==> src/rtl/ptow_pkg.sv <==
// ----------------------------------------------------------------------------
// ptow_pkg
// Shared types, command codes and the 5x7 font for the page-mode text writer.
// ----------------------------------------------------------------------------
`default_nettype none

package ptow_pkg;

    // Widths fixed by the interface
    localparam int CHAR_W   = 8;
    localparam int PAGE_W   = 4;
    localparam int COL_W    = 7;
    localparam int PACKET_W = 48;
    localparam int GLYPH_W  = 40;
    localparam int GIDX_W   = 6;
    localparam int NCMD_W   = 3;
    localparam int MAX_CMDS = 6;

    // Controller command codes
    localparam logic [7:0] CMD_PAGE   = 8'hB0;
    localparam logic [7:0] CMD_COL_LO = 8'h00;
    localparam logic [7:0] CMD_COL_HI = 8'h10;

    // Special characters
    localparam logic [7:0] CHAR_NUL    = 8'h00;
    localparam logic [7:0] CHAR_LF     = 8'h0A;
    localparam logic [7:0] CHAR_SPACE  = 8'h20;
    localparam logic [7:0] CHAR_DASH   = 8'h2D;
    localparam logic [7:0] CHAR_DOT    = 8'h2E;
    localparam logic [7:0] CHAR_SLASH  = 8'h2F;
    localparam logic [7:0] CHAR_ZERO   = 8'h30;
    localparam logic [7:0] CHAR_NINE   = 8'h39;
    localparam logic [7:0] CHAR_COLON  = 8'h3A;
    localparam logic [7:0] CHAR_UP_A   = 8'h41;
    localparam logic [7:0] CHAR_UP_Z   = 8'h5A;
    localparam logic [7:0] CHAR_LO_A   = 8'h61;
    localparam logic [7:0] CHAR_LO_Z   = 8'h7A;
    localparam logic [7:0] CASE_OFFSET = 8'h20;
    localparam logic [7:0] CHAR_HIGH   = 8'h80;
    localparam logic [7:0] CHAR_CONT_LAST = 8'hBF;

    // Glyph slots in the font
    localparam logic [GIDX_W-1:0] G_BLANK   = 6'd0;
    localparam logic [GIDX_W-1:0] G_DIGIT   = 6'd1;
    localparam logic [GIDX_W-1:0] G_LETTER  = 6'd11;
    localparam logic [GIDX_W-1:0] G_DASH    = 6'd37;
    localparam logic [GIDX_W-1:0] G_DOT     = 6'd38;
    localparam logic [GIDX_W-1:0] G_COLON   = 6'd39;
    localparam logic [GIDX_W-1:0] G_SLASH   = 6'd40;
    localparam logic [GIDX_W-1:0] G_UNKNOWN = 6'd41;

    localparam int GLYPH_ADVANCE = 6;

    typedef logic [2:0][7:0]          t_cmd_triple;
    typedef logic [MAX_CMDS-1:0][7:0] t_cmd_list;

    // Writes that one text byte expands into: commands first, then a packet
    typedef struct packed {
        logic [NCMD_W-1:0]   ncmd;
        t_cmd_list           cmds;
        logic                pkt_en;
        logic [PACKET_W-1:0] pkt;
    } t_plan;

    // Cursor commands for a page and column
    function automatic t_cmd_triple cursor_cmds(input logic [PAGE_W-1:0] page,
                                                input logic [COL_W-1:0]  col);
        t_cmd_triple t;
        t[0] = CMD_PAGE   | {4'b0, page};
        t[1] = CMD_COL_LO | {4'b0, col[3:0]};
        t[2] = CMD_COL_HI | {5'b0, col[6:4]};
        return t;
    endfunction

    // Map a byte to its font slot (letters folded to upper case)
    function automatic logic [GIDX_W-1:0] glyph_index(input logic [CHAR_W-1:0] c);
        logic [CHAR_W-1:0] u;
        logic [GIDX_W-1:0] g;
        u = c;
        if (c inside {[CHAR_LO_A:CHAR_LO_Z]}) u = c - CASE_OFFSET;
        if (c >= CHAR_HIGH)                          g = G_UNKNOWN;
        else if (c == CHAR_SPACE)                    g = G_BLANK;
        else if (c inside {[CHAR_ZERO:CHAR_NINE]})   g = G_DIGIT + GIDX_W'(c - CHAR_ZERO);
        else if (u inside {[CHAR_UP_A:CHAR_UP_Z]})   g = G_LETTER + GIDX_W'(u - CHAR_UP_A);
        else if (c == CHAR_DASH)                     g = G_DASH;
        else if (c == CHAR_DOT)                      g = G_DOT;
        else if (c == CHAR_COLON)                    g = G_COLON;
        else if (c == CHAR_SLASH)                    g = G_SLASH;
        else                                         g = G_UNKNOWN;
        return g;
    endfunction

    // 5x7 font, column 0 in bits 7:0
    function automatic logic [GLYPH_W-1:0] font_row(input logic [GIDX_W-1:0] g);
        logic [GLYPH_W-1:0] r;
        case (g)
            6'd0:    r = 40'h00_00_00_00_00;
            6'd1:    r = 40'h3E_45_49_51_3E;
            6'd2:    r = 40'h00_40_7F_42_00;
            6'd3:    r = 40'h46_49_51_61_42;
            6'd4:    r = 40'h31_4B_45_41_21;
            6'd5:    r = 40'h10_7F_12_14_18;
            6'd6:    r = 40'h39_45_45_45_27;
            6'd7:    r = 40'h30_49_49_4A_3C;
            6'd8:    r = 40'h03_05_09_71_01;
            6'd9:    r = 40'h36_49_49_49_36;
            6'd10:   r = 40'h1E_29_49_49_06;
            6'd11:   r = 40'h7E_11_11_11_7E;
            6'd12:   r = 40'h36_49_49_49_7F;
            6'd13:   r = 40'h22_41_41_41_3E;
            6'd14:   r = 40'h1C_22_41_41_7F;
            6'd15:   r = 40'h41_49_49_49_7F;
            6'd16:   r = 40'h01_09_09_09_7F;
            6'd17:   r = 40'h7A_49_49_41_3E;
            6'd18:   r = 40'h7F_08_08_08_7F;
            6'd19:   r = 40'h00_41_7F_41_00;
            6'd20:   r = 40'h01_3F_41_40_20;
            6'd21:   r = 40'h41_22_14_08_7F;
            6'd22:   r = 40'h40_40_40_40_7F;
            6'd23:   r = 40'h7F_02_0C_02_7F;
            6'd24:   r = 40'h7F_10_08_04_7F;
            6'd25:   r = 40'h3E_41_41_41_3E;
            6'd26:   r = 40'h06_09_09_09_7F;
            6'd27:   r = 40'h5E_21_51_41_3E;
            6'd28:   r = 40'h46_29_19_09_7F;
            6'd29:   r = 40'h31_49_49_49_46;
            6'd30:   r = 40'h01_01_7F_01_01;
            6'd31:   r = 40'h3F_40_40_40_3F;
            6'd32:   r = 40'h1F_20_40_20_1F;
            6'd33:   r = 40'h3F_40_38_40_3F;
            6'd34:   r = 40'h63_14_08_14_63;
            6'd35:   r = 40'h07_08_70_08_07;
            6'd36:   r = 40'h43_45_49_51_61;
            6'd37:   r = 40'h08_08_08_08_08;
            6'd38:   r = 40'h00_00_60_60_00;
            6'd39:   r = 40'h00_00_36_36_00;
            6'd40:   r = 40'h02_04_08_10_20;
            default: r = 40'h06_09_51_01_02;
        endcase
        return r;
    endfunction

endpackage

`default_nettype wire

==> src/rtl/ptow_plan.sv <==
// ----------------------------------------------------------------------------
// ptow_plan
// Holds the text cursor and turns one text byte into its list of writes.
// ----------------------------------------------------------------------------
`default_nettype none

module ptow_plan
    import ptow_pkg::*;
#(
    parameter int SCREEN_COLUMNS = 128,
    parameter int SCREEN_PAGES   = 8
) (
    input  wire logic              i_clk,
    input  wire logic              i_rst_n,
    input  wire logic              i_load,
    input  wire logic [CHAR_W-1:0] i_char_code,
    input  wire logic              i_first,
    output t_plan                  o_plan
);

    localparam logic [COL_W:0]  COL_LIMIT  = (COL_W+1)'(SCREEN_COLUMNS);
    localparam logic [PAGE_W:0] PAGE_LIMIT = (PAGE_W+1)'(SCREEN_PAGES);

    logic [PAGE_W-1:0] r_page, n_page;
    logic [COL_W-1:0]  r_col,  n_col;
    logic              r_skip, n_skip;
    logic              r_done, n_done;

    // Effective cursor after an optional start of string
    logic [PAGE_W-1:0] e_page;
    logic [COL_W-1:0]  e_col;
    logic              e_skip;
    logic              e_done;
    logic              is_cont;
    logic              wrap;
    logic              draw;
    logic [PAGE_W:0]   page_inc;

    always_comb begin
        e_page = i_first ? '0   : r_page;
        e_col  = i_first ? '0   : r_col;
        e_skip = i_first ? 1'b0 : r_skip;
        e_done = i_first ? 1'b0 : r_done;

        is_cont  = (i_char_code >= CHAR_HIGH) && (i_char_code <= CHAR_CONT_LAST);
        wrap     = (i_char_code == CHAR_LF) ||
                   (({1'b0, e_col} + (COL_W+1)'(GLYPH_ADVANCE)) > COL_LIMIT);
        page_inc = {1'b0, e_page} + (PAGE_W+1)'(1);

        n_page = e_page;
        n_col  = e_col;
        n_skip = e_skip;
        n_done = e_done;
        draw   = 1'b0;

        o_plan        = '0;
        o_plan.pkt    = {8'h00, font_row(glyph_index(i_char_code))};
        if (i_first) begin
            o_plan.cmds[2:0] = cursor_cmds('0, '0);
            o_plan.ncmd      = NCMD_W'(3);
        end

        // Per-byte handling once the string is live
        if (!e_done && !(e_skip && is_cont)) begin
            n_skip = 1'b0;
            if (i_char_code == CHAR_NUL) begin
                n_done = 1'b1;
            end else begin
                draw = 1'b1;
                if (wrap) begin
                    if (page_inc >= PAGE_LIMIT) begin
                        n_done = 1'b1;
                        draw   = 1'b0;
                    end else begin
                        n_page = page_inc[PAGE_W-1:0];
                        n_col  = '0;
                        if (i_first) begin
                            o_plan.cmds[5:3] = cursor_cmds(page_inc[PAGE_W-1:0], '0);
                        end else begin
                            o_plan.cmds[2:0] = cursor_cmds(page_inc[PAGE_W-1:0], '0);
                        end
                        o_plan.ncmd = o_plan.ncmd + NCMD_W'(3);
                        if (i_char_code == CHAR_LF) draw = 1'b0;
                    end
                end
                if (draw) begin
                    n_col  = n_col + COL_W'(GLYPH_ADVANCE);
                    n_skip = 1'b1;
                end
            end
        end
        o_plan.pkt_en = draw;
    end

    // Cursor state, updated as each byte is handed to the sequencer
    always_ff @(posedge i_clk) begin
        if (!i_rst_n) begin
            r_page <= '0;
            r_col  <= '0;
            r_skip <= 1'b0;
            r_done <= 1'b1;
        end else if (i_load) begin
            r_page <= n_page;
            r_col  <= n_col;
            r_skip <= n_skip;
            r_done <= n_done;
        end
    end

endmodule

`default_nettype wire

==> src/rtl/page_text_to_oled_write_stream.sv <==
// ----------------------------------------------------------------------------
// page_text_to_oled_write_stream
// Text bytes in, page-mode cursor commands and 6-byte glyph packets out.
// ----------------------------------------------------------------------------
//  channel  | direction | handshake          | payload
//  ---------+-----------+--------------------+-----------------------------------
//  text in  | input     | i_valid / o_stall  | i_char_code, i_first
//  write out| output    | o_valid / i_stall  | o_is_command, o_command_byte,
//           |           |                    | o_glyph_packet, o_last
//
//  A byte is registered, expanded combinationally into 0 to 6 writes, and the
//  writes leave one per cycle from the output register while it is not
//  stalled, fed by the output sequencer; the next byte is loaded into the
//  sequencer as the last write of the current one enters the output register.
//  Reset is synchronous, active low; the text is idle until a first byte.
//  A stall on the output holds the current write and backs up the input.
// ----------------------------------------------------------------------------
`default_nettype none

module page_text_to_oled_write_stream
    import ptow_pkg::*;
#(
    parameter int SCREEN_COLUMNS = 128,
    parameter int SCREEN_PAGES   = 8
) (
    input  wire logic                i_clk,
    input  wire logic                i_rst_n,
    input  wire logic                i_valid,
    output logic                     o_stall,
    input  wire logic [CHAR_W-1:0]   i_char_code,
    input  wire logic                i_first,
    output logic                     o_valid,
    input  wire logic                i_stall,
    output logic                     o_is_command,
    output logic [7:0]               o_command_byte,
    output logic [PACKET_W-1:0]      o_glyph_packet,
    output logic                     o_last
);

    // Input register
    logic              r_s1_valid;
    logic [CHAR_W-1:0] r_s1_char;
    logic              r_s1_first;

    // Write sequencer
    t_cmd_list           r_cmd;
    logic [NCMD_W-1:0]   r_ncmd;
    logic                r_pkt_en;
    logic [PACKET_W-1:0] r_pkt;
    logic [NCMD_W-1:0]   r_idx;

    // Output register
    logic                r_o_valid;
    logic                r_o_is_cmd;
    logic [7:0]          r_o_cmd;
    logic [PACKET_W-1:0] r_o_pkt;
    logic                r_o_last;

    t_plan             plan;
    logic [NCMD_W-1:0] seq_total;
    logic [NCMD_W-1:0] idx_next;
    logic              seq_pending;
    logic              out_free;
    logic              emit;
    logic              emit_last;
    logic              emit_is_cmd;
    logic              s1_move;
    logic              in_take;

    ptow_plan #(
        .SCREEN_COLUMNS (SCREEN_COLUMNS),
        .SCREEN_PAGES   (SCREEN_PAGES)
    ) u_plan (
        .i_clk       (i_clk),
        .i_rst_n     (i_rst_n),
        .i_load      (s1_move),
        .i_char_code (r_s1_char),
        .i_first     (r_s1_first),
        .o_plan      (plan)
    );

    // Sequencer and handshake control
    always_comb begin
        seq_total   = r_ncmd + NCMD_W'(r_pkt_en);
        idx_next    = r_idx + NCMD_W'(1);
        seq_pending = (r_idx != seq_total);
        out_free    = !r_o_valid || !i_stall;
        emit        = seq_pending && out_free;
        emit_last   = (idx_next == seq_total);
        emit_is_cmd = (r_idx < r_ncmd);
        s1_move     = r_s1_valid && (!seq_pending || (emit && emit_last));
        o_stall     = r_s1_valid && !s1_move;
        in_take     = i_valid && !o_stall;
    end

    always_ff @(posedge i_clk) begin
        if (!i_rst_n) begin
            r_s1_valid <= 1'b0;
        end else if (!o_stall) begin
            r_s1_valid <= i_valid;
        end
    end

    always_ff @(posedge i_clk) begin
        if (in_take) begin
            r_s1_char  <= i_char_code;
            r_s1_first <= i_first;
        end
    end

    // Load a new write list, or step through the current one
    always_ff @(posedge i_clk) begin
        if (!i_rst_n) begin
            r_ncmd   <= '0;
            r_pkt_en <= 1'b0;
            r_idx    <= '0;
        end else if (s1_move) begin
            r_ncmd   <= plan.ncmd;
            r_pkt_en <= plan.pkt_en;
            r_idx    <= '0;
        end else if (emit) begin
            r_idx    <= idx_next;
        end
    end

    always_ff @(posedge i_clk) begin
        if (s1_move) begin
            r_cmd <= plan.cmds;
            r_pkt <= plan.pkt;
        end
    end

    // Output register
    always_ff @(posedge i_clk) begin
        if (!i_rst_n) begin
            r_o_valid <= 1'b0;
        end else if (out_free) begin
            r_o_valid <= emit;
        end
    end

    always_ff @(posedge i_clk) begin
        if (emit) begin
            r_o_is_cmd <= emit_is_cmd;
            r_o_cmd    <= emit_is_cmd ? r_cmd[r_idx] : 8'h00;
            r_o_pkt    <= emit_is_cmd ? '0 : r_pkt;
            r_o_last   <= emit_last;
        end
    end

    assign o_valid        = r_o_valid;
    assign o_is_command   = r_o_is_cmd;
    assign o_command_byte = r_o_cmd;
    assign o_glyph_packet = r_o_pkt;
    assign o_last         = r_o_last;

    // Checks
    a_idx_in_range: assert property (@(posedge i_clk) disable iff (!i_rst_n)
        r_idx <= seq_total)
        else $error("sequencer index past end of write list");

    a_stall_needs_byte: assert property (@(posedge i_clk) disable iff (!i_rst_n)
        o_stall |-> r_s1_valid)
        else $error("input stalled with empty input register");

    a_packet_is_last: assert property (@(posedge i_clk) disable iff (!i_rst_n)
        (o_valid && !o_is_command) |-> o_last)
        else $error("glyph packet not the final write of its byte");

    a_list_no_gap: assert property (@(posedge i_clk) disable iff (!i_rst_n)
        (o_valid && !i_stall && !o_last) |=> o_valid)
        else $error("gap inside the write list of one byte");

endmodule

`default_nettype wire

==> config.mk <==
export PLATFORM = sky130hd
export DESIGN_NAME = page_text_to_oled_write_stream
export DESIGN_NICKNAME = d
export VERILOG_FILES = /design/src/rtl/ptow_pkg.sv /design/src/rtl/ptow_plan.sv /design/src/rtl/page_text_to_oled_write_stream.sv
export SDC_FILE = /design/constraint.sdc
export NUM_CORES = 1
export LEC_CHECK = 0
export BUFFER_PORTS_ARGS = -buffer_cell sky130_fd_sc_hd__buf_4
export CAP_MARGIN = 40
export CORE_MARGIN = 2
export CORE_UTILIZATION = 35
export CTS_BUF_LIST = sky130_fd_sc_hd__clkbuf_4
export CTS_CLUSTER_DIAMETER = 80
export DETAILED_ROUTE_END_ITERATION = 16
export GPL_TIMING_DRIVEN = 0
export PLACE_DENSITY_LB_ADDON = 0.15
export RECOVER_POWER = 100
export SLEW_MARGIN = 20
export SYNTH_ARGS = -nofsm -noshare
export SYNTH_HDL_FRONTEND = slang
export SYNTH_SLANG_ARGS = --single-unit
==> constraint.sdc <==
create_clock -name i_clk -period 4.1 [get_ports i_clk]
set_input_delay 0 -clock i_clk [delete_from_list [all_inputs] [get_ports i_clk]]
set_output_delay 0 -clock i_clk [all_outputs]
set_load 0.05 [all_outputs]
==> key figures, run 1 <==
Setup path
  – Worst R2R Start: r_s1_char[0]$_DFFE_PP_
  – Buf/Inv on CP: 5
  – Startpoint types: flip-flop
  – Arrival time worst endpoint: 4310 ps
  – Critical path fanouts, max: 18
  – CP delay by family, top: buffers and inverters
  – Critical path type: flip-flop to flip-flop
  – Most common cell on crit path: clkbuf_2
  – Slowest cell on the critical path: edfxtp_1
  – Crit path cell chain: clkbuf_2, inv_1, ha_1, nor4b_2, a211o_1, or2_1, buf_2, o211ai_4, inv_4, ha_2, clkbuf_2, nand2_1, a311oi_2, nor3_1, a31oi_1
  – Crit. End Element: flip-flop
  – CP peak stage delay: 450 ps
  – Worst Setup SP: r_s1_char[0]$_DFFE_PP_
  – Critical path required time: 4460 ps

Route
  – DR top layer: met4
  – Routed via count: 6399
  – WL final: 22730 um
  – Wire length on met2: 9805 um
  – DRT iter0 DRCs: 633
  – Via density: 5.455
  – DRC Markers: 0
  – First-pass DRT Iterations: 7
  – M1 wire length: 10050 um
  – Met3 wire len: 2296 um
  – Drt wl/cell: 19.38 um
  – Post-route ant nets: 0

STA
  – Final setup viols: 0
  – Final period util: 96.43%
  – Setup Skew: 21.36 ps
  – Max frequency: 252.9 MHz
  – Min cycle time layout: 3954 ps
  – Fin. Hold Viols: 0
  – Worst-Margin Slew: 1000 ps
  – Max-slew violations: 0
  – Relative slew slack: 33.30%
  – Unrepaired setup endpoints after global routing: no
  – Setup TNS: 0 ps

Global routing
  – Total global routing track utilization: 20.90%
  – Initial antenna violation count: 1
  – Largest net degree at the start of global routing: 55
  – Global route overflow: 0
  – Number of global-route vias before repair: 6247
  – First-pass GRT wire length: 35630 um

Logic synthesis
  – Number of synthesized register bits: 119
  – Leading register cell type out of synthesis: edfxtp_1
  – Mapped Area: 7468 sq um
  – Number of synthesized flops with an enable pin: 97
  – Synthesis Warnings: 0
  – Synth top area share: 39.00%
  – Largest area contributor in the netlist: edfxtp_1
  – Syn Area/Cell: 9.587 sq um
  – Asr flop ratio synth: 0%
  – Cells after Synth: 779
  – Sequential-to-total area share from yosys stat: 44.90%
  – Yosys cell types: 81
  – Most area-consuming cells after synthesis: edfxtp_1 (39%), dfxtp_1 (5.9%), ha_1 (5.4%)

Power
  – P_int: 2797 uW
  – Power Dens Cells: 619.5 nW/um^2
  – Sw Share: 47.46%
  – Static Leakage: 0.003123 uW
  – Psw: 2526 uW
  – Gate power share: 46.6%
  – Power share of the clock group: 16.2%
  – Total power: 5324 uW
  – Worst vdd ir: 0.2066 mV
  – Power share of the sequential group: 37.2%

Layout
  – Commonest cells after routing, fill and taps aside: edfxtp_1 (97), nand2_1 (81), clkbuf_1 (64)
  – Layout overhead on the synthesized area: 15.06%
  – Nets: 928
  – Commonest non-fill, non-tap cell in the layout: edfxtp_1
  – Post-route insts no fill: 1173
  – Share of layout cells above drive strength 1: 13.84%

Floorplanning
  – Die Ht: 150.1 um
  – Die area: 22520 sq um
  – Die Wd: 150.1 um
  – Initial core utilization: 35.64%
  – Row count: 53
  – Core Region: 20960 sq um
  – Boundary pin count: 73

Clocking
  – CTS Buf Count: 17
  – Clock-pin slew of the registers on the worst-case setup and hold paths: 110 ps
  – TritonCTS clock tree: yes
  – Clock sinks: 119
  – Worst-skew pair later-pin latency: 540 ps
  – Clock root cell: clkbuf_4
  – H-tree depth: 4
  – Clk buf depth: 2

Placement
  – Post-Place Cells: 1129
  – Final GP Congestion: 0.9919
  – Port Buffer Count: 58
  – Placed wire-length estimate: 16000 um

Worst hold path
  – Hold Path Origin: i_char_code[7]
  – Worst Hold Class: primary input to flip-flop

Status
  – Status: complete, no violations

Flow run
  – MaxCap Viol Count: 0
area by class of cell:
type / count / area, sq um
multi-input combinational: 580 / 3669
clock buffer: 18 / 135.1
sequential: 119 / 3353
timing repair buffer: 75 / 412.9
fill: 2183 / 12360
clock inverter: 14 / 150.1
inverter: 21 / 81.33
tap: 275 / 344.1
buffer: 69 / 442.9
antenna: 2 / 5.005
repair_timing:
| action | CTS | global route |
|---|---|---|
| hold buffers | 13 | 0 |
| setup buffers | 0 | 1 |
| gates cloned | 0 | 0 |
| setup endpoints to repair | 29 | 18 |
| endpoints found under the hold margin | 46 | 0 |
| pin swaps | 0 | 2 |
| resized for setup | 7 | 9 |
per-layer routing:
layer,vias up,track usage (%)
met5,-,0
met2,314,31.12
met3,55,6.372
met1,2979,28.60
met4,0,7.689
li1,3051,-
cell usage after synthesis (all sizes together), types with 3 or more instances:
| library cell | number |
|---|---|
| and2 | 44 |
| nand3 | 17 |
| o21a | 9 |
| clkbuf | 23 |
| a211o | 4 |
| nand2b | 9 |
| ha | 32 |
| a22oi | 9 |
| inv | 21 |
| o31ai | 5 |
| nand2 | 82 |
| nand3b | 4 |
| o21ai | 49 |
| nand4 | 6 |
| a21boi | 13 |
| and3 | 8 |
| a211oi | 7 |
| xnor2 | 11 |
| dfxtp | 22 |
| o22ai | 11 |
| a21oi | 43 |
| a31oi | 6 |
| nor2 | 61 |
| a21o | 5 |
| xor2 | 4 |
| o311ai | 3 |
| buf | 50 |
| nor2b | 10 |
| o211ai | 18 |
| nor4 | 3 |
| a221oi | 5 |
| edfxtp | 97 |
| a22o | 3 |
| nor3 | 30 |
| a41oi | 3 |
| a2111oi | 3 |
| o221ai | 4 |
| or3 | 7 |
cell families (layout without fill, tap and decap cells):
logic type,Yosys count,after routing,synth area share (%)
xor gates and xnor gates,16,16,2.061
other,1,17,0.05021
muxes,3,3,0.4188
buffers and inverters,94,197,6.953
DFF,119,119,44.90
and+or+nand+nor,292,292,19.84
adders and majority gates,32,32,5.361
AOI/OAI and AO/OA,222,222,20.42
worst reg2reg max path: stages, from the launching register on:
cell      delay (ps)
edfxtp_1         450
clkbuf_2         220
inv_1            140
ha_1             210
nor4b_2          300
a211o_1          240
or2_1            110
buf_2            180
o211ai_4         120
inv_4            240
ha_2             320
clkbuf_2         320
nand2_1          200
a311oi_2         430
nor3_1           120
a31oi_1          200
per-stage QoR:
stage          setup WS (ps)  hold slack, ps  area [sq um]  utilization, %
2_1_floorplan          120.2           98.87          7521               -
6_report               146.2           196.6          8593           41.01
3_3_place_gp           -1089           178.1          8300           39.61
5_1_grt                26.92           147.1          8591           41.00
3_5_place_dp          -504.1           179.4          8377           39.97
4_1_cts                65.60           100.3          8797           41.98
flip-flops by register name (all words and copies together) (netlist names):
signal	cells
o_glyph_packet	35
r_pkt	35
r_cmd	10
r_s1_char	8
u_plan.r_col	7
o_command_byte	6
u_plan.r_page	4
r_idx	3
r_ncmd	3
o_is_command	1
o_last	1
o_valid	1
r_pkt_en	1
r_s1_first	1
r_s1_valid	1
u_plan.r_done	1
u_plan.r_skip	1
final timing paths:
kind	cells past startpoint	to	slack [ps]
setup / recovery	15	r_pkt[33]$_DFFE_PP_	150
hold / removal	2	r_s1_char[7]$_DFFE_PP_	200
setup reg to reg	15	r_pkt[33]$_DFFE_PP_	150
hold reg to reg	2	u_plan.r_page[3]$_SDFFE_PN0P_	480
power groups by stage:
stage / logic, uW / clock network, uW / registers, uW
6_report: 2480 / 862 / 1980
5_1_grt: 2680 / 948 / 2010
4_1_cts: 2780 / 897 / 1990
3_5_place_dp: 2770 / 0 / 2020
3_3_place_gp: 2590 / 0 / 2030
2_1_floorplan: 1070 / 0 / 2830
No activity file was read; power rests on OpenSTA's default activity.
==> run 2, diff against run 1 <==
Settings changed: ABC_AREA set to 1, GPL_TIMING_DRIVEN 0 to unset.
==> key figures, run 2 <==
Route
  – Via density: 4.821 (-12%)
  – Post-route ant nets: 0 (unchanged)
  – Routed via count: 6026 (-5.8%)
  – DRC Markers: 0 (unchanged)
  – Drt wl/cell: 14.57 um (-25%)
  – First-pass DRT Iterations: 5 (-2)
  – DRT iter0 DRCs: 511 (-19%)
  – WL final: 18210 um (-20%)

Clocking
  – Post-CTS Setup Inserts: 0 (unchanged)
  – H-tree depth: 4 (unchanged)
  – CTS Buf Count: 17 (unchanged)
  – TritonCTS clock tree: yes
  – Clk buf depth: 2 (unchanged)
  – Clock sinks: 119 (unchanged)
  – Clock-pin slew of the registers on the worst-case setup and hold paths: 110 ps (about the same)
  – Worst-skew pair later-pin latency: 550 ps (about the same)
  – Clock root cell: clkbuf_4
  – Post-CTS Resized: 0 (-7)

Placement
  – Placed wire-length estimate: 13080 um (-18%)
  – Port Buffer Count: 58 (unchanged)
  – Final GP Congestion: 0.9217 (-7.1%)

Power
  – Power Dens Cells: 674.7 nW/um^2 (+8.9%)
  – Static Leakage: 0.003545 uW (+14%)
  – Worst vdd ir: 0.3623 mV (+75%)
  – P_int: 2814 uW (+0.61%)
  – Gate power share: 45.7% (-0.9 points)
  – Power share of the clock group: 15.4% (-0.8 points)
  – Psw: 2647 uW (+4.8%)
  – Power share of the sequential group: 38.9% (+1.7 points)
  – Sw Share: 48.47% (+1.0 points)

Setup path
  – Arrival time worst endpoint: 3980 ps (-330 ps)
  – Crit. End Element: flip-flop
  – Critical path fanouts, max: 34 (+16)
  – Most common cell on crit path: nand2_1
  – Critical path type: flip-flop to flip-flop
  – Slowest cell on the critical path: nand2_2
  – Crit path cell chain: inv_1, ha_1, inv_1, nor2_1, nand2_1, nand3_2, nand2_1, nand2_1, nand2_2, nand3_1, nand3_1, nand2_2, nand2_1, nand2_2, nand2_2, o21ai_1, nand2_1
  – Critical path required time: 4390 ps (-70 ps)
  – CP peak stage delay: 600 ps (+150 ps)
  – Buf/Inv on CP: 2 (-3)
  – Startpoint types: flip-flop
  – CP delay by family, top: simple AND/OR/NAND/NOR gates

Layout
  – Footprint of the multi-input gates: 3228 sq um (-12%)
  – Finished Core Util: 39.75% (-1.3 points)
  – Nets: 1011 (+8.9%)
  – Layout filler cell count: 2157 (-1.2%)
  – Layout overhead on the synthesized area: 11.06%
  – Commonest cells after routing, fill and taps aside: nand2_1 (220), inv_1 (105), nor2_1 (105)
  – Commonest non-fill, non-tap cell in the layout: nand2_1
  – Reg area: 3353 sq um (unchanged)
  – Share of layout cells above drive strength 1: 9.397% (-4.4 points)

STA
  – Max frequency: 271.5 MHz (+7.3%)
  – Max-slew violations: 0 (unchanged)
  – Worst-Margin Slew: 1236 ps (+235.8 ps)
  – Setup TNS: 0 ps (unchanged)
  – Fin. Hold Viols: 0 (unchanged)
  – Final setup viols: 0 (unchanged)
  – Min cycle time layout: 3684 ps (-270.0 ps)
  – Final period util: 89.85% (-6.6 points)
  – Unrepaired setup endpoints after global routing: no
  – Relative slew slack: 17.58% (-16 points)
  – Setup Skew: 26.34 ps (+4.975 ps)

Logic synthesis
  – Synthesis Warnings: 0 (unchanged)
  – Number of synthesized flops with an enable pin: 97 (unchanged)
  – Mapped Area: 7288 sq um (-2.4%)
  – Synth top area share: 39.97% (+0.96 points)
  – Most area-consuming cells after synthesis: edfxtp_1 (40%), nand2_1 (11%), dfxtp_1 (6.0%)
  – Simple-Gate Fraction of Synth Area: 27.95% (+8.1 points)
  – Largest family of logic cells by synthesized area: simple AND/OR/NAND/NOR gates
  – Top post-synthesis cells by count: nand2_1 (218), inv_1 (106), nor2_1 (105)
  – Asr flop ratio synth: 0% (unchanged)
  – Yosys cell types: 47 (-42%)
  – Most frequent cell after synthesis: nand2_1
  – Leading register cell type out of synthesis: edfxtp_1
  – Compound-Gate Fraction of Synth Area: 8.687% (-12 points)
  – Synth Area in XOR/XNOR: 1.682% (-0.38 points)
  – Cells after Synth: 899 (+15%)
  – Post-synthesis mux area share: 0% (-0.42 points)
  – Adder-cell share of the synthesized area: 5.494% (+0.13 points)
  – Largest area contributor in the netlist: edfxtp_1
  – Sequential-to-total area share from yosys stat: 46.01% (+1.1 points)
  – Number of synthesized register bits: 119 (unchanged)
  – Syn Area/Cell: 8.107 sq um (-15%)

Worst hold path
  – Worst Hold Class: primary input to flip-flop

Floorplanning
  – Core Region: 20360 sq um (-2.8%)
  – Die area: 21990 sq um (-2.3%)
  – Row count: 52 (-1.9%)
  – Initial core utilization: 35.79% (+0.15 points)
  – Boundary pin count: 73 (unchanged)
  – Die Wd: 148.3 um (-1.2%)
  – Die Ht: 148.3 um (-1.2%)

Global routing
  – Total global routing track utilization: 17.30% (-3.6 points)
  – First-pass GRT wire length: 30020 um (-16%)
  – Initial antenna violation count: 1 (unchanged)
  – Global route overflow: 0 (unchanged)
  – Largest net degree at the start of global routing: 49 (-11%)
  – Number of global-route vias before repair: 5755 (-7.9%)

Flow run
  – MaxCap Viol Count: 0 (unchanged)

Status
  – Status: complete, no violations
==> run 2: changes by cell type after synthesis, sizes merged, moves of 8 or more <==
cell | before | now
nand2 | 82 | 230
inv | 21 | 120
nand3 | 17 | 84
nor2 | 61 | 111
and2 | 44 | 0
clkbuf | 23 | 3
a21boi | 13 | 1
o211ai | 18 | 6
nor3 | 30 | 19
nor2b | 10 | 0
o21ai | 49 | 39
a22oi | 9 | 0
nand2b | 9 | 0
buf | 50 | 42
==> run 2: power by group through the flow <==
stage	Sequential, uW	Combinational (uW)	Clock [uW]
after floorplan	2940	1180	0
after global placement	2150	2710	0
after detailed placement	2150	2710	0
after CTS	2120	2730	872
after global routing	2170	2740	921
final	2130	2490	841
==> run 2: kinds of logic (layout without fill, tap and decap cells) <==
kind of cell,Yosys count,after routing
AO/OA/AOI/OAI,105,105
flip-flops,119,119
buffers and inverters,165,231
other,1,16
adder cells (fa/ha/maj),32,32
AND/OR/NAND/NOR,463,463
XOR/XNOR,14,14
==> run 2: metrics by stage <==
stage               worst slack, ps  cell area [sq um]  hold slack (ps)  cells  power [uW]
finish                        416.2               8094            186.8   1250        5461
global route                  35.59               8094            142.6   1250        5834
CTS                           559.5               8297            116.0   1249        5727
detailed placement            594.3               7891            179.4   1204        4861
global placement              591.9               7891            178.2   1204        4861
floorplan                      1047               7341            97.63    913        4120
==> run 2: layout make-up <==
type / count / area share (%)
diodes: 1 / 0.03092
clock inverters: 13 / 1.639
inverters: 120 / 5.596
repair buffers: 79 / 5.488
multi-input cells: 629 / 39.88
clock buffers: 19 / 1.762
flip-flops and latches: 119 / 41.43
well taps: 270 / 4.174
==> run 2: path summary, 6_finish.rpt <==
kind	from	endpoint	slack, ps	cells past startpoint
max reg2reg	r_s1_char[1]$_DFFE_PP_	r_pkt[24]$_DFFE_PP_	420	17
min reg2reg	u_plan.r_done$_SDFFE_PN1P_	u_plan.r_done$_SDFFE_PN1P_	460	2
max	r_s1_char[1]$_DFFE_PP_	r_pkt[24]$_DFFE_PP_	420	17
min	i_char_code[4]	r_s1_char[4]$_DFFE_PP_	190	2
==> run 2: metal layers <==
layer,share of wire [%],global-route usage (%)
met5,0,0
met4,1.3,5.524
met2,43,25.83
met1,49,25.19
met3,6.5,3.528
==> run 2: worst register-to-register path, delay by kind of cell, from the launching register on <==
family          cells  cell delay [ps]
buf+inv             2              270
simple gates       13             2100
flops               1              510
compound gates      1              320
fa+ha+maj           1              230
==> run 2: timing repair <==
item | CTS | global route
endpoints found under the setup margin | 0 | 0
endpoints found under the hold margin | 21 | 0
hold buffers | 13 | 0
==> run 3, diff against run 2 <==
Settings changed: CTS_BUF_LIST sky130_fd_sc_hd__clkbuf_4 to sky130_fd_sc_hd__clkbuf_16.
==> key figures, run 3 (synthesis gave the netlist of run 2 again) <==
Status
  – Status: complete, no violations

Clocking
  – Clock root cell: clkbuf_16
  – TritonCTS clock tree: yes
  – Post-CTS Setup Inserts: 0 (unchanged)
  – H-tree depth: 4 (unchanged)
  – Post-CTS Resized: 0 (unchanged)
  – CTS Buf Count: 17 (unchanged)
  – Clock sinks: 119 (unchanged)
  – Worst-skew pair later-pin latency: 420 ps (-130 ps)
  – Clk buf depth: 2 (unchanged)
  – Cts hold-fix bufs: 12 (-1)
  – Clock-pin slew of the registers on the worst-case setup and hold paths: 50 ps (-60 ps)

Global routing
  – Number of global-route vias before repair: 5723 (-0.56%)
  – Initial antenna violation count: 0 (-1)
  – Largest net degree at the start of global routing: 49 (unchanged)
  – First-pass GRT wire length: 30100 um (+0.27%)
  – Global route overflow: 0 (unchanged)
  – Total global routing track utilization: 17.36% (+0.063 points)

Route
  – First-pass DRT Iterations: 5 (unchanged)
  – Drt wl/cell: 14.64 um (+0.46%)
  – Routed via count: 5995 (-0.51%)
  – DRC Markers: 0 (unchanged)
  – DRT iter0 DRCs: 476 (-6.8%)
  – Post-route ant nets: 0 (unchanged)
  – Via density: 4.804 (-0.36%)
  – WL final: 18270 um (+0.30%)

Floorplanning
  – Die area: 21990 sq um (unchanged)
  – Die Wd: 148.3 um (unchanged)
  – Die Ht: 148.3 um (unchanged)
  – Row count: 52 (unchanged)
  – Initial core utilization: 35.79% (unchanged)
  – Core Region: 20360 sq um (unchanged)
  – Boundary pin count: 73 (unchanged)

Layout
  – Share of layout cells above drive strength 1: 9.202% (-0.19 points)
  – Commonest non-fill, non-tap cell in the layout: nand2_1
  – Commonest cells after routing, fill and taps aside: nand2_1 (220), inv_1 (107), nor2_1 (105)
  – Diodes inserted: 0 (-1)
  – Layout overhead on the synthesized area: 14.87%
  – Nets: 1010 (-0.099%)

STA
  – Final period util: 89.60% (-0.24 points)
  – Relative slew slack: 18.45% (+0.87 points)
  – Unrepaired setup endpoints after global routing: no
  – Hold_ws: 90.29 ps (-96.56 ps)
  – Min cycle time layout: 3674 ps (-10.04 ps)
  – Max-slew violations: 0 (unchanged)
  – Setup TNS: 0 ps (unchanged)
  – Fin. Hold Viols: 0 (unchanged)
  – Setup Skew: 11.68 ps (-14.66 ps)
  – Worst-Margin Slew: 1223 ps (-13.09 ps)
  – Final setup viols: 0 (unchanged)
  – Max frequency: 272.2 MHz (+0.27%)

Setup path
  – Buf/Inv on CP: 3 (+1)
  – R2R depth: 17 (unchanged)
  – Startpoint types: flip-flop
  – Slowest cell on the critical path: edfxtp_1
  – Crit path cell chain: inv_1, ha_1, inv_1, nor2_1, nand2_1, nand3_2, nand2_1, a21oi_4, nand3_1, nand3_1, nand2_2, inv_4, nand2_1, o21ai_1, nand3_1, nand3_1, nand2_1
  – Critical path required time: 4260 ps (-130 ps)
  – Critical Path Stages: 17 (unchanged)
  – CP delay by family, top: simple AND/OR/NAND/NOR gates
  – CP peak stage delay: 490 ps (-110 ps)
  – Crit. End Element: flip-flop
  – Arrival time worst endpoint: 3830 ps (-150 ps)
  – Critical path type: flip-flop to flip-flop
  – Critical path fanouts, max: 34 (unchanged)

Placement
  – Port Buffer Count: 58 (unchanged)
  – Final GP Congestion: 0.9217 (unchanged)
  – Placed wire-length estimate: 13080 um (unchanged)

Power
  – Worst vdd ir: 0.3615 mV (-0.24%)
  – Power Dens Cells: 721.8 nW/um^2 (+7.0%)
  – Static Leakage: 0.003674 uW (+3.6%)

Worst hold path
  – Worst Hold Class: primary input to flip-flop
  – Worst hold stages: 5 (+3)

Flow run
  – MaxCap Viol Count: 0 (unchanged)
[run 3: cell type report]
| type | instances | area (sq um) |
|---|---|---|
| Tap cell | 270 | 337.8 |
| Fill cell | 2131 | 11990 |
| Multi-Input combinational cell | 629 | 3228 |
| Clock buffer | 17 | 425.4 |
| Sequential cell | 119 | 3353 |
| Timing Repair Buffer | 78 | 434.2 |
| Clock inverter | 15 | 140.1 |
| Inverter | 120 | 452.9 |
[run 3: worst reg2reg max path, stage by stage, from the launching register on]
cell      delay, ps
edfxtp_1        490
inv_1           170
ha_1            230
inv_1           100
nor2_1          120
nand2_1          70
nand3_2          90
nand2_1          80
a21oi_4         180
nand3_1          90
nand3_1         170
nand2_2         460
inv_4           360
nand2_1         260
o21ai_1         300
nand3_1         120
nand3_1          90
nand2_1          50
[run 3: metal layers]
metal,share of wire (%),track usage (%),up-vias
li1,-,-,3067
met1,49,25.25,2711
met2,44,25.97,206
met3,6.3,4.325,11
met4,0.83,4.286,0
met5,0,0,-
[run 3: final timing paths]
path                                    from                          to  slack, ps
setup / recovery      r_s1_char[1]$_DFFE_PP_         r_pkt[36]$_DFFE_PP_        430
hold / removal                       i_stall     r_s1_valid$_SDFFE_PN0N_         90
setup reg to reg      r_s1_char[1]$_DFFE_PP_         r_pkt[36]$_DFFE_PP_        430
hold reg to reg   u_plan.r_done$_SDFFE_PN1P_  u_plan.r_done$_SDFFE_PN1P_        450
[run 3: report_power, final]
part | internal (uW) | switching (uW)
clock | 884 | 535
combinational | 463 | 2030
sequential | 1990 | 147
[run 3: metrics by stage]
stage	power, uW	util, %	std cells	instance area (sq um)	worst slack (ps)
floorplan	4120	-	913	7341	1047
finish	6043	41.11	1248	8372	426.2
detailed placement	4861	38.75	1204	7891	594.3
CTS	6322	42.12	1248	8577	575.9
global placement	4861	38.75	1204	7891	591.9
global route	6433	41.11	1248	8372	49.81
